[src/rtl/dtq_pkg.sv]
// Shared types and constants of the deadline timer queue.
package dtq_pkg;

  // Most expiry results one tick request may produce.
  localparam int unsigned MaxResults = 16;
  localparam int unsigned ResCntW    = $clog2(MaxResults);

  // Request operation codes.
  typedef enum logic [1:0] {
    OP_TICK  = 2'd0,
    OP_START = 2'd1,
    OP_STOP  = 2'd2
  } op_e;

  // Result kinds.
  typedef enum logic [1:0] {
    KIND_ACCEPT    = 2'd0,
    KIND_EXPIRED   = 2'd1,
    KIND_IDLE_TICK = 2'd2,
    KIND_FULL      = 2'd3
  } kind_e;

  // Sequencer states, one-hot.
  typedef enum logic [3:0] {
    ST_IDLE   = 4'b0001,
    ST_TICK   = 4'b0010,
    ST_CANCEL = 4'b0100,
    ST_FINISH = 4'b1000
  } state_e;

  // Command broadcast to every cell of the chain.
  typedef struct packed {
    logic insert;
    logic pop;
    logic cancel;
  } cell_cmd_t;

endpackage

[src/rtl/dtq_cell.sv]
// One cell of the sorted timer chain: holds a single deadline and id.
module dtq_cell
  import dtq_pkg::*;
#(
  parameter int unsigned TIME_BITS = 32,
  parameter int unsigned ID_BITS   = 8
) (
  input  logic                 clk_i,
  input  logic                 rst_ni,
  input  cell_cmd_t            cmd_i,
  input  logic [TIME_BITS-1:0] new_dl_i,
  input  logic [ID_BITS-1:0]   new_id_i,
  input  logic [TIME_BITS-1:0] cur_time_i,
  // Neighbour on the head side.
  input  logic                 left_valid_i,
  input  logic [TIME_BITS-1:0] left_dl_i,
  input  logic [ID_BITS-1:0]   left_id_i,
  input  logic                 seen_i,
  input  logic                 mseen_i,
  // Neighbour on the tail side.
  input  logic                 right_valid_i,
  input  logic [TIME_BITS-1:0] right_dl_i,
  input  logic [ID_BITS-1:0]   right_id_i,
  // Own contents and chain flags.
  output logic                 valid_o,
  output logic [TIME_BITS-1:0] dl_o,
  output logic [ID_BITS-1:0]   id_o,
  output logic                 seen_o,
  output logic                 mseen_o,
  output logic                 expired_o
);

  logic                 valid_q, valid_d;
  logic [TIME_BITS-1:0] dl_q, dl_d;
  logic [ID_BITS-1:0]   id_q, id_d;
  logic                 hit;
  logic                 match;

  // Wrap-safe ordering: a is strictly before b.
  function automatic logic earlier(logic [TIME_BITS-1:0] a, logic [TIME_BITS-1:0] b);
    logic [TIME_BITS-1:0] diff;
    diff = a - b;
    return diff[TIME_BITS-1];
  endfunction

  // The new timer belongs at the first cell that is empty or due later.
  assign hit    = !valid_q || earlier(new_dl_i, dl_q);
  assign seen_o = seen_i || hit;

  // The first cell holding the cancelled id, and all behind it, move up.
  assign match   = valid_q && (id_q == new_id_i);
  assign mseen_o = mseen_i || match;

  assign expired_o = valid_q && !earlier(cur_time_i, dl_q);

  // Next contents.
  always_comb begin
    valid_d = valid_q;
    dl_d    = dl_q;
    id_d    = id_q;
    if (cmd_i.insert) begin
      if (seen_i) begin
        valid_d = left_valid_i;
        dl_d    = left_dl_i;
        id_d    = left_id_i;
      end else if (hit) begin
        valid_d = 1'b1;
        dl_d    = new_dl_i;
        id_d    = new_id_i;
      end
    end else if (cmd_i.pop || (cmd_i.cancel && mseen_o)) begin
      valid_d = right_valid_i;
      dl_d    = right_dl_i;
      id_d    = right_id_i;
    end
  end

  always_ff @(posedge clk_i or negedge rst_ni) begin
    if (!rst_ni) begin
      valid_q <= 1'b0;
    end else begin
      valid_q <= valid_d;
    end
  end

  always_ff @(posedge clk_i) begin
    dl_q <= dl_d;
    id_q <= id_d;
  end

  assign valid_o = valid_q;
  assign dl_o    = dl_q;
  assign id_o    = id_q;

endmodule

[src/rtl/deadline_timer_queue_top.sv]
// Top level of the deadline timer queue: sequencer, time counter and cell chain.
//
// Usage: a request is taken at a rising edge with start high and busy low. The
// request carries an opcode (tick, start or stop), a timer id, a delay and a
// replace flag. Results leave on kind_o, fired_id_o, next_deadline_o,
// queue_empty_o and last_o, each valid for exactly one cycle while strobe_o is
// high; last_o marks the final result of a request. The receiver cannot stall.
// A tick advances the time counter and reports one result per expired timer,
// up to MaxResults, or a single idle-tick result when none is due. A stop,
// or a start with the replace flag, first removes every entry with its id;
// a start then inserts the new timer, or is refused when every cell is taken.
// Every request but a tick gives a single result. The chain of cells moves
// every entry at most one place per cycle, so removals and expiries go one at
// a time. A new request may be taken while the final result of the previous
// one is still on the outputs.
// Reset clears the time counter, empties the queue and returns to idle.
module deadline_timer_queue_top
  import dtq_pkg::*;
#(
  parameter int unsigned DEPTH     = 16,
  parameter int unsigned ID_BITS   = 8,
  parameter int unsigned TIME_BITS = 32
) (
  input  logic        clk_i,
  input  logic        rst_ni,
  input  logic        start,
  output logic        busy,
  input  logic [1:0]  opcode_i,
  input  logic [7:0]  timer_id_i,
  input  logic [15:0] delay_i,
  input  logic        replace_previous_i,
  output logic        strobe_o,
  output logic [1:0]  kind_o,
  output logic [7:0]  fired_id_o,
  output logic [31:0] next_deadline_o,
  output logic        queue_empty_o,
  output logic        last_o
);

  localparam int unsigned IdInW = (ID_BITS < 8) ? ID_BITS : 8;
  localparam int unsigned IdOutW = (ID_BITS < 8) ? ID_BITS : 8;
  localparam int unsigned NdW   = (TIME_BITS < 32) ? TIME_BITS : 32;

  state_e               state_q, state_d;
  logic [TIME_BITS-1:0] time_q, time_d;
  logic [TIME_BITS-1:0] new_dl_q, new_dl_d;
  logic [ID_BITS-1:0]   new_id_q, new_id_d;
  logic                 is_start_q, is_start_d;
  kind_e                fin_kind_q, fin_kind_d;
  logic [ResCntW-1:0]   res_cnt_q, res_cnt_d;
  cell_cmd_t            cmd;
  logic                 accept;

  // Result register.
  logic                 strobe_q, strobe_d;
  kind_e                kind_q, kind_d;
  logic [ID_BITS-1:0]   fired_q, fired_d;
  logic [TIME_BITS-1:0] nd_q, nd_d;
  logic                 empty_q, empty_d;
  logic                 last_q, last_d;

  // Chain wiring, index i is the link into cell i.
  logic                 cv  [DEPTH+2];
  logic [TIME_BITS-1:0] cdl [DEPTH+2];
  logic [ID_BITS-1:0]   cid [DEPTH+2];
  logic                 seen  [DEPTH+1];
  logic                 mseen [DEPTH+1];
  logic                 expired [DEPTH];
  logic [DEPTH-1:0]     valid_vec;

  assign accept = start && !busy;

  // Boundary links: nothing before the head, an empty slot after the tail.
  assign cv[0]        = 1'b0;
  assign cdl[0]       = '0;
  assign cid[0]       = '0;
  assign cv[DEPTH+1]  = 1'b0;
  assign cdl[DEPTH+1] = '0;
  assign cid[DEPTH+1] = '0;
  assign seen[0]      = 1'b0;
  assign mseen[0]     = 1'b0;

  // Cell chain, cell i sits at link i+1.
  for (genvar i = 0; i < DEPTH; i++) begin : g_cell
    dtq_cell #(
      .TIME_BITS(TIME_BITS),
      .ID_BITS  (ID_BITS)
    ) u_cell (
      .clk_i        (clk_i),
      .rst_ni       (rst_ni),
      .cmd_i        (cmd),
      .new_dl_i     (new_dl_q),
      .new_id_i     (new_id_q),
      .cur_time_i   (time_q),
      .left_valid_i (cv[i]),
      .left_dl_i    (cdl[i]),
      .left_id_i    (cid[i]),
      .seen_i       (seen[i]),
      .mseen_i      (mseen[i]),
      .right_valid_i(cv[i+2]),
      .right_dl_i   (cdl[i+2]),
      .right_id_i   (cid[i+2]),
      .valid_o      (cv[i+1]),
      .dl_o         (cdl[i+1]),
      .id_o         (cid[i+1]),
      .seen_o       (seen[i+1]),
      .mseen_o      (mseen[i+1]),
      .expired_o    (expired[i])
    );
    assign valid_vec[i] = cv[i+1];
  end

  // Sequencer.
  always_comb begin
    state_d    = state_q;
    time_d     = time_q;
    new_dl_d   = new_dl_q;
    new_id_d   = new_id_q;
    is_start_d = is_start_q;
    fin_kind_d = fin_kind_q;
    res_cnt_d  = res_cnt_q;
    cmd        = '0;
    strobe_d   = 1'b0;
    kind_d     = kind_q;
    fired_d    = fired_q;
    nd_d       = nd_q;
    empty_d    = empty_q;
    last_d     = last_q;
    new_id_d   = new_id_q;
    case (state_q)
      ST_IDLE: begin
        if (accept) begin
          new_dl_d = time_q + TIME_BITS'(delay_i);
          new_id_d = '0;
          new_id_d[IdInW-1:0] = timer_id_i[IdInW-1:0];
          is_start_d = (opcode_i == OP_START);
          fin_kind_d = KIND_ACCEPT;
          res_cnt_d  = '0;
          case (opcode_i)
            OP_TICK: begin
              time_d  = time_q + TIME_BITS'(1);
              state_d = ST_TICK;
            end
            OP_START: begin
              state_d = replace_previous_i ? ST_CANCEL : ST_FINISH;
            end
            OP_STOP: begin
              state_d = ST_CANCEL;
            end
            default: begin
              state_d = ST_FINISH;
            end
          endcase
        end
      end
      ST_TICK: begin
        strobe_d = 1'b1;
        if (expired[0]) begin
          // Pop the head and report it; the new head comes from cell one.
          cmd.pop  = 1'b1;
          kind_d   = KIND_EXPIRED;
          fired_d  = cid[1];
          nd_d     = cdl[2];
          empty_d  = !cv[2];
          last_d   = (res_cnt_q == ResCntW'(MaxResults - 1)) ||
                     (DEPTH < 2) || !expired[1 % DEPTH] || !cv[2];
          res_cnt_d = res_cnt_q + ResCntW'(1);
        end else begin
          kind_d  = KIND_IDLE_TICK;
          fired_d = '0;
          nd_d    = cdl[1];
          empty_d = !cv[1];
          last_d  = 1'b1;
        end
        if (last_d) begin
          state_d = ST_IDLE;
        end
      end
      ST_CANCEL: begin
        // Remove the first matching entry each cycle until none is left.
        if (mseen[DEPTH]) begin
          cmd.cancel = 1'b1;
        end else begin
          state_d = ST_FINISH;
        end
      end
      ST_FINISH: begin
        // A start inserts here, or is refused when every cell is taken.
        if (is_start_q) begin
          if (cv[DEPTH]) begin
            fin_kind_d = KIND_FULL;
          end else begin
            cmd.insert = 1'b1;
          end
          is_start_d = 1'b0;
        end else begin
          strobe_d = 1'b1;
          kind_d   = fin_kind_q;
          fired_d  = '0;
          nd_d     = cdl[1];
          empty_d  = !cv[1];
          last_d   = 1'b1;
          state_d  = ST_IDLE;
        end
      end
      default: begin
        state_d = ST_IDLE;
      end
    endcase
  end

  assign busy = (state_q != ST_IDLE);

  always_ff @(posedge clk_i or negedge rst_ni) begin
    if (!rst_ni) begin
      state_q  <= ST_IDLE;
      time_q   <= '0;
      strobe_q <= 1'b0;
    end else begin
      state_q  <= state_d;
      time_q   <= time_d;
      strobe_q <= strobe_d;
    end
  end

  always_ff @(posedge clk_i) begin
    new_dl_q   <= new_dl_d;
    new_id_q   <= new_id_d;
    is_start_q <= is_start_d;
    fin_kind_q <= fin_kind_d;
    res_cnt_q  <= res_cnt_d;
    kind_q     <= kind_d;
    fired_q    <= fired_d;
    nd_q       <= nd_d;
    empty_q    <= empty_d;
    last_q     <= last_d;
  end

  // Result ports, widths fitted to the fixed output fields.
  always_comb begin
    fired_id_o = '0;
    fired_id_o[IdOutW-1:0] = fired_q[IdOutW-1:0];
    next_deadline_o = '1;
    if (!empty_q) begin
      next_deadline_o = '0;
      next_deadline_o[NdW-1:0] = nd_q[NdW-1:0];
    end
  end

  assign strobe_o      = strobe_q;
  assign kind_o        = kind_q;
  assign queue_empty_o = empty_q;
  assign last_o        = last_q;

  // Occupied cells always form an unbroken run from the head.
  a_valid_prefix: assert property (@(posedge clk_i) disable iff (!rst_ni)
    ((valid_vec & (valid_vec + DEPTH'(1))) == '0))
    else $error("Gap in the occupied cells of the timer chain.");

  // A result that is not the last is followed at once by another.
  a_burst_contiguous: assert property (@(posedge clk_i) disable iff (!rst_ni)
    strobe_o && !last_o |=> strobe_o)
    else $error("Result burst broken before its last result.");

  // Only expiries come in bursts of more than one result.
  a_burst_expiry: assert property (@(posedge clk_i) disable iff (!rst_ni)
    strobe_o && !last_o |-> kind_o == KIND_EXPIRED)
    else $error("Non-final result that is not an expiry.");

  // An empty queue reports the all-ones deadline.
  a_empty_deadline: assert property (@(posedge clk_i) disable iff (!rst_ni)
    strobe_o && queue_empty_o |-> next_deadline_o == '1)
    else $error("Empty queue reported with a deadline.");

endmodule
[config.mk]
export PLATFORM = sky130hd
export DESIGN_NAME = deadline_timer_queue_top
export DESIGN_NICKNAME = d
export VERILOG_FILES = /design/src/rtl/dtq_pkg.sv /design/src/rtl/dtq_cell.sv /design/src/rtl/deadline_timer_queue_top.sv
export SDC_FILE = /design/constraint.sdc
export NUM_CORES = 2
export LEC_CHECK = 0
export BUFFER_PORTS_ARGS = -buffer_cell sky130_fd_sc_hd__buf_2
export CELL_PAD_IN_SITES_DETAIL_PLACEMENT = 1
export CELL_PAD_IN_SITES_GLOBAL_PLACEMENT = 2
export CORE_MARGIN = 5
export CORE_UTILIZATION = 35
export DETAILED_ROUTE_END_ITERATION = 7
export GPL_TIMING_DRIVEN = 0
export PLACE_DENSITY_LB_ADDON = 0.12
export SYNTH_ARGS = -nofsm -noshare
export SYNTH_HDL_FRONTEND = slang
export SYNTH_SLANG_ARGS = --single-unit
[constraint.sdc]
create_clock -name clk_i -period 10.3 [get_ports clk_i]
set_input_delay 0 -clock clk_i [delete_from_list [all_inputs] [get_ports clk_i]]
set_output_delay 0 -clock clk_i [all_outputs]
set_load 0.1 [all_outputs]
==> results.txt <==
outcome: finished, final reports clean
P_int: 0.007098 W
vias per cell: 5.480
total global routing overflow: 0
share of cells above drive strength 1: 0.06658
DRC Markers: 0
final hold violations: 0
DIE HEIGHT: 400.6 um
IO buf count: 75
worst reg2reg path depth: 14
crit path capture type: flop
critical path's slowest cell: nor4b_2
max cap viols: 0
Clk pwr share: 0.314
worst hold path class: input port to flop
initial drt markers: 2,918
synth-to-layout area growth: 13.68%
leading area contributor after synthesis: edfxtp_1
CTS Hold Buffers Added: 49
vias in the first global route: 45.61k
Final Max Tran Viols: 0
post-layout min period: 7.678 ns
Data required, critical path: 10.74 ns
GP Congestion: 0.8564
CP dominant cell by count: clkbuf_1
final HPWL from detailed placement: 167.2 mm
fmax: 130.2 MHz
wire length per cell: 26.32 um
switch share: 0.3820
# Post-CTS Setup Buffers: 0
slew at the pin closest to its max-slew limit: 1.456 ns
total CTS buffers: 101
dpl cells: 7,678
first-pass GRT wire length: 307.1 mm
initial antenna violation count: 7
Bufs on Longest Clock Path: 3
RSZ-0062 raised after global routing: false
setup TNS: 0 ns
crit start category: flop
post-CTS sizing: 0
crit path DAT: 8.12 ns
synthesized cell area: 53,390 sq um
Setup Skew: 0.02194 ns
die area: 160,400 sq um
# setup viols final: 0
Final Non-Filler Cells: 7,924
IO Count: 76
clk slew on worst S/H paths: 0.06 ns
final WL: 208.6 mm
synthesized area per cell: 9.616 sq um
Crit Path Class: flop to flop
cell area after layout: 60,690 sq um
final worst path period share: 0.7454
Worst VDD drop: 0.1385 mV
Hold Path Stages: 3
post-synth net total: 6,111
antenna-violating nets left: 0
die width: 400.6 um
drt pass-1 iters: 7
Seq/Total Area, Yosys: 0.4355
worst path cell trace: ha_1 > nand4_1 > nor4_1 > a221oi_1 > o211ai_1 > a31o_2 > mux2i_1 > and3_1 > clkbuf_1 > and2_1 > clkbuf_1 > nor4b_2 > a31oi_4 > buf_12
CORE AREA: 151,700 sq um
critical path's top delay family: simple AND/OR/NAND/NOR gates
Primary FF master, synth: edfxtp_1
CTS tree: done
Skew-Pair Late Insertion Delay: 0.71 ns
share of power burned in registers: 0.387
leakage: 25.33 nW
WP depth: 14
Std-Cell Rows: 143
FFs w/ async S/R, synth: 0.06769
via count: 43.42k
Distinct cells, synth: 70
Post-Synthesis Cells: 5,552
top cells by area, synth: edfxtp_1, ha_1, mux2i_1
CP bufs+invs: 3
PwrDens: 189.3 nW/um^2
# fillers: 17.33k
Initial Utilization: 0.3519
Net count, final: 6,360
critical path fanouts, max: 24
switching pwr: 0.004388 W
root buf cell: clkbuf_16
largest net degree at the start of global routing: 54
H-Tree Depth: 3
Post-synth EDFFs: 730
clock sink total: 783
Ys Warns: 0
GRT Total Usage: 0.2524
Comb pwr share: 0.299
CP max stage delay: 0.97 ns
Slew HR: 0.02966
number of synthesized register bits: 783
area share of the largest cell type after synthesis: 0.4106
Placed Area: 56,920 sq um
[registers in the layout (all words and copies together), names as in the netlist]
register / flops
g_cell.u_cell.dl_o: 512
nd_q: 32
g_cell.u_cell.id_o: 128
strobe_o: 1
is_start_q: 1
queue_empty_o: 1
new_dl_q: 32
time_q: 32
fired_id_o: 8
g_cell.u_cell.valid_o: 16
kind_o: 2
state_q: 4
fin_kind_q: 1
last_o: 1
res_cnt_q: 4
new_id_q: 8
[cells by family (layout without fill, tap and decap cells)]
kind of cell             Yosys count  in the layout  synth area share
adder cells (fa/ha/maj)          529            529            0.1241
buffers and inverters            795           1131           0.05808
other                              0              6                 0
flip-flops                       783            783            0.4355
multiplexers                     487            487           0.09161
XOR/XNOR                         212            212           0.03478
AO/OA/AOI/OAI                   1240           1240            0.1319
AND/OR/NAND/NOR                 1506           1506            0.1240
[worst paths after layout]
path                                       startpoint                          to  slack (ns)
max in group asynchronous                      rst_ni                  state_q[0]        9.50
max                                      new_dl_q[30]   g_cell[9].u_cell.dl_o[18]        2.62
min reg2reg                g_cell[14].u_cell.dl_o[20]  g_cell[13].u_cell.dl_o[20]        0.56
max reg2reg                              new_dl_q[30]   g_cell[9].u_cell.dl_o[18]        2.62
min in group asynchronous                      rst_ni                  time_q[18]        0.42
min                                        delay_i[0]                 new_dl_q[0]        0.15
[placed cells by master (no fill, tap or decap), types with 96 or more instances in the layout]
master,synthesis,layout
mux2i_1,474,474
clkbuf_16,0,101
nor2_1,307,306
inv_1,480,479
nand3_1,96,96
buf_2,42,116
edfxtp_1,730,730
a21oi_1,314,305
ha_1,528,528
xor2_1,118,118
o21ai_0,502,499
nand2_1,791,791
clkbuf_1,247,268
[cell usage after synthesis (all sizes together), types with 91 or more instances]
cell	number
ha	528
nand2	791
a21oi	314
nand3	96
xnor2	94
mux2i	474
nor2	308
edfxtp	730
inv	480
xor2	118
clkbuf	247
o21ai	597
nand4	91
[per-stage QoR]
stage	util	total power (W)	setup slack (ns)	hold WS [ns]
2_1_floorplan	-	0.006436	4.017	-0.2956
3_3_place_gp	0.3711	0.007777	-0.5994	0.1799
3_5_place_dp	0.3752	0.007898	2.947	-0.00001554
4_1_cts	0.3998	0.01157	2.897	0.1009
5_1_grt	0.3999	0.01209	2.672	0.1491
6_report	0.4000	0.01149	2.622	0.1529
[layout make-up]
type                    count  area (sq um)  area share
multi-input cells        3974         27240      0.4489
flip-flops and latches    783         23250      0.3831
clock buffers             135          2745     0.04523
well taps                2030          2540     0.04185
inverters                 480          1802     0.02969
plain buffers             315          1304     0.02148
repair buffers            146          1284     0.02115
clock inverters            55         509.2    0.008391
diodes                      6         15.01   0.0002474
[metal layers]
layer / wire length (um) / up-vias / track usage
li1: - / 20369 / -
met1: 101600 / 22119 / 0.3621
met2: 94730 / 737 / 0.4104
met3: 7496 / 197 / 0.02595
met4: 4732 / 2 / 0.06019
met5: 13 / - / 0
[power groups by stage]
stage	sequential, W	combinational (W)	clock [W]
CTS	0.00446	0.00343	0.00369
global placement	0.00457	0.00321	0
detailed placement	0.00452	0.00337	0
global route	0.00449	0.00379	0.00381
floorplan	0.00433	0.00211	0
finish	0.00445	0.00343	0.00360
[worst register-to-register path: stages, from the launching register on]
cell      delay (ns)
edfxtp_1        0.86
ha_1            0.55
nand4_1         0.26
nor4_1          0.94
a221oi_1        0.32
o211ai_1        0.30
a31o_2          0.31
mux2i_1         0.67
and3_1          0.27
clkbuf_1        0.45
and2_1          0.21
clkbuf_1        0.37
nor4b_2         0.97
a31oi_4         0.56
buf_12          0.34
No activity file was read; power rests on OpenSTA's default activity.
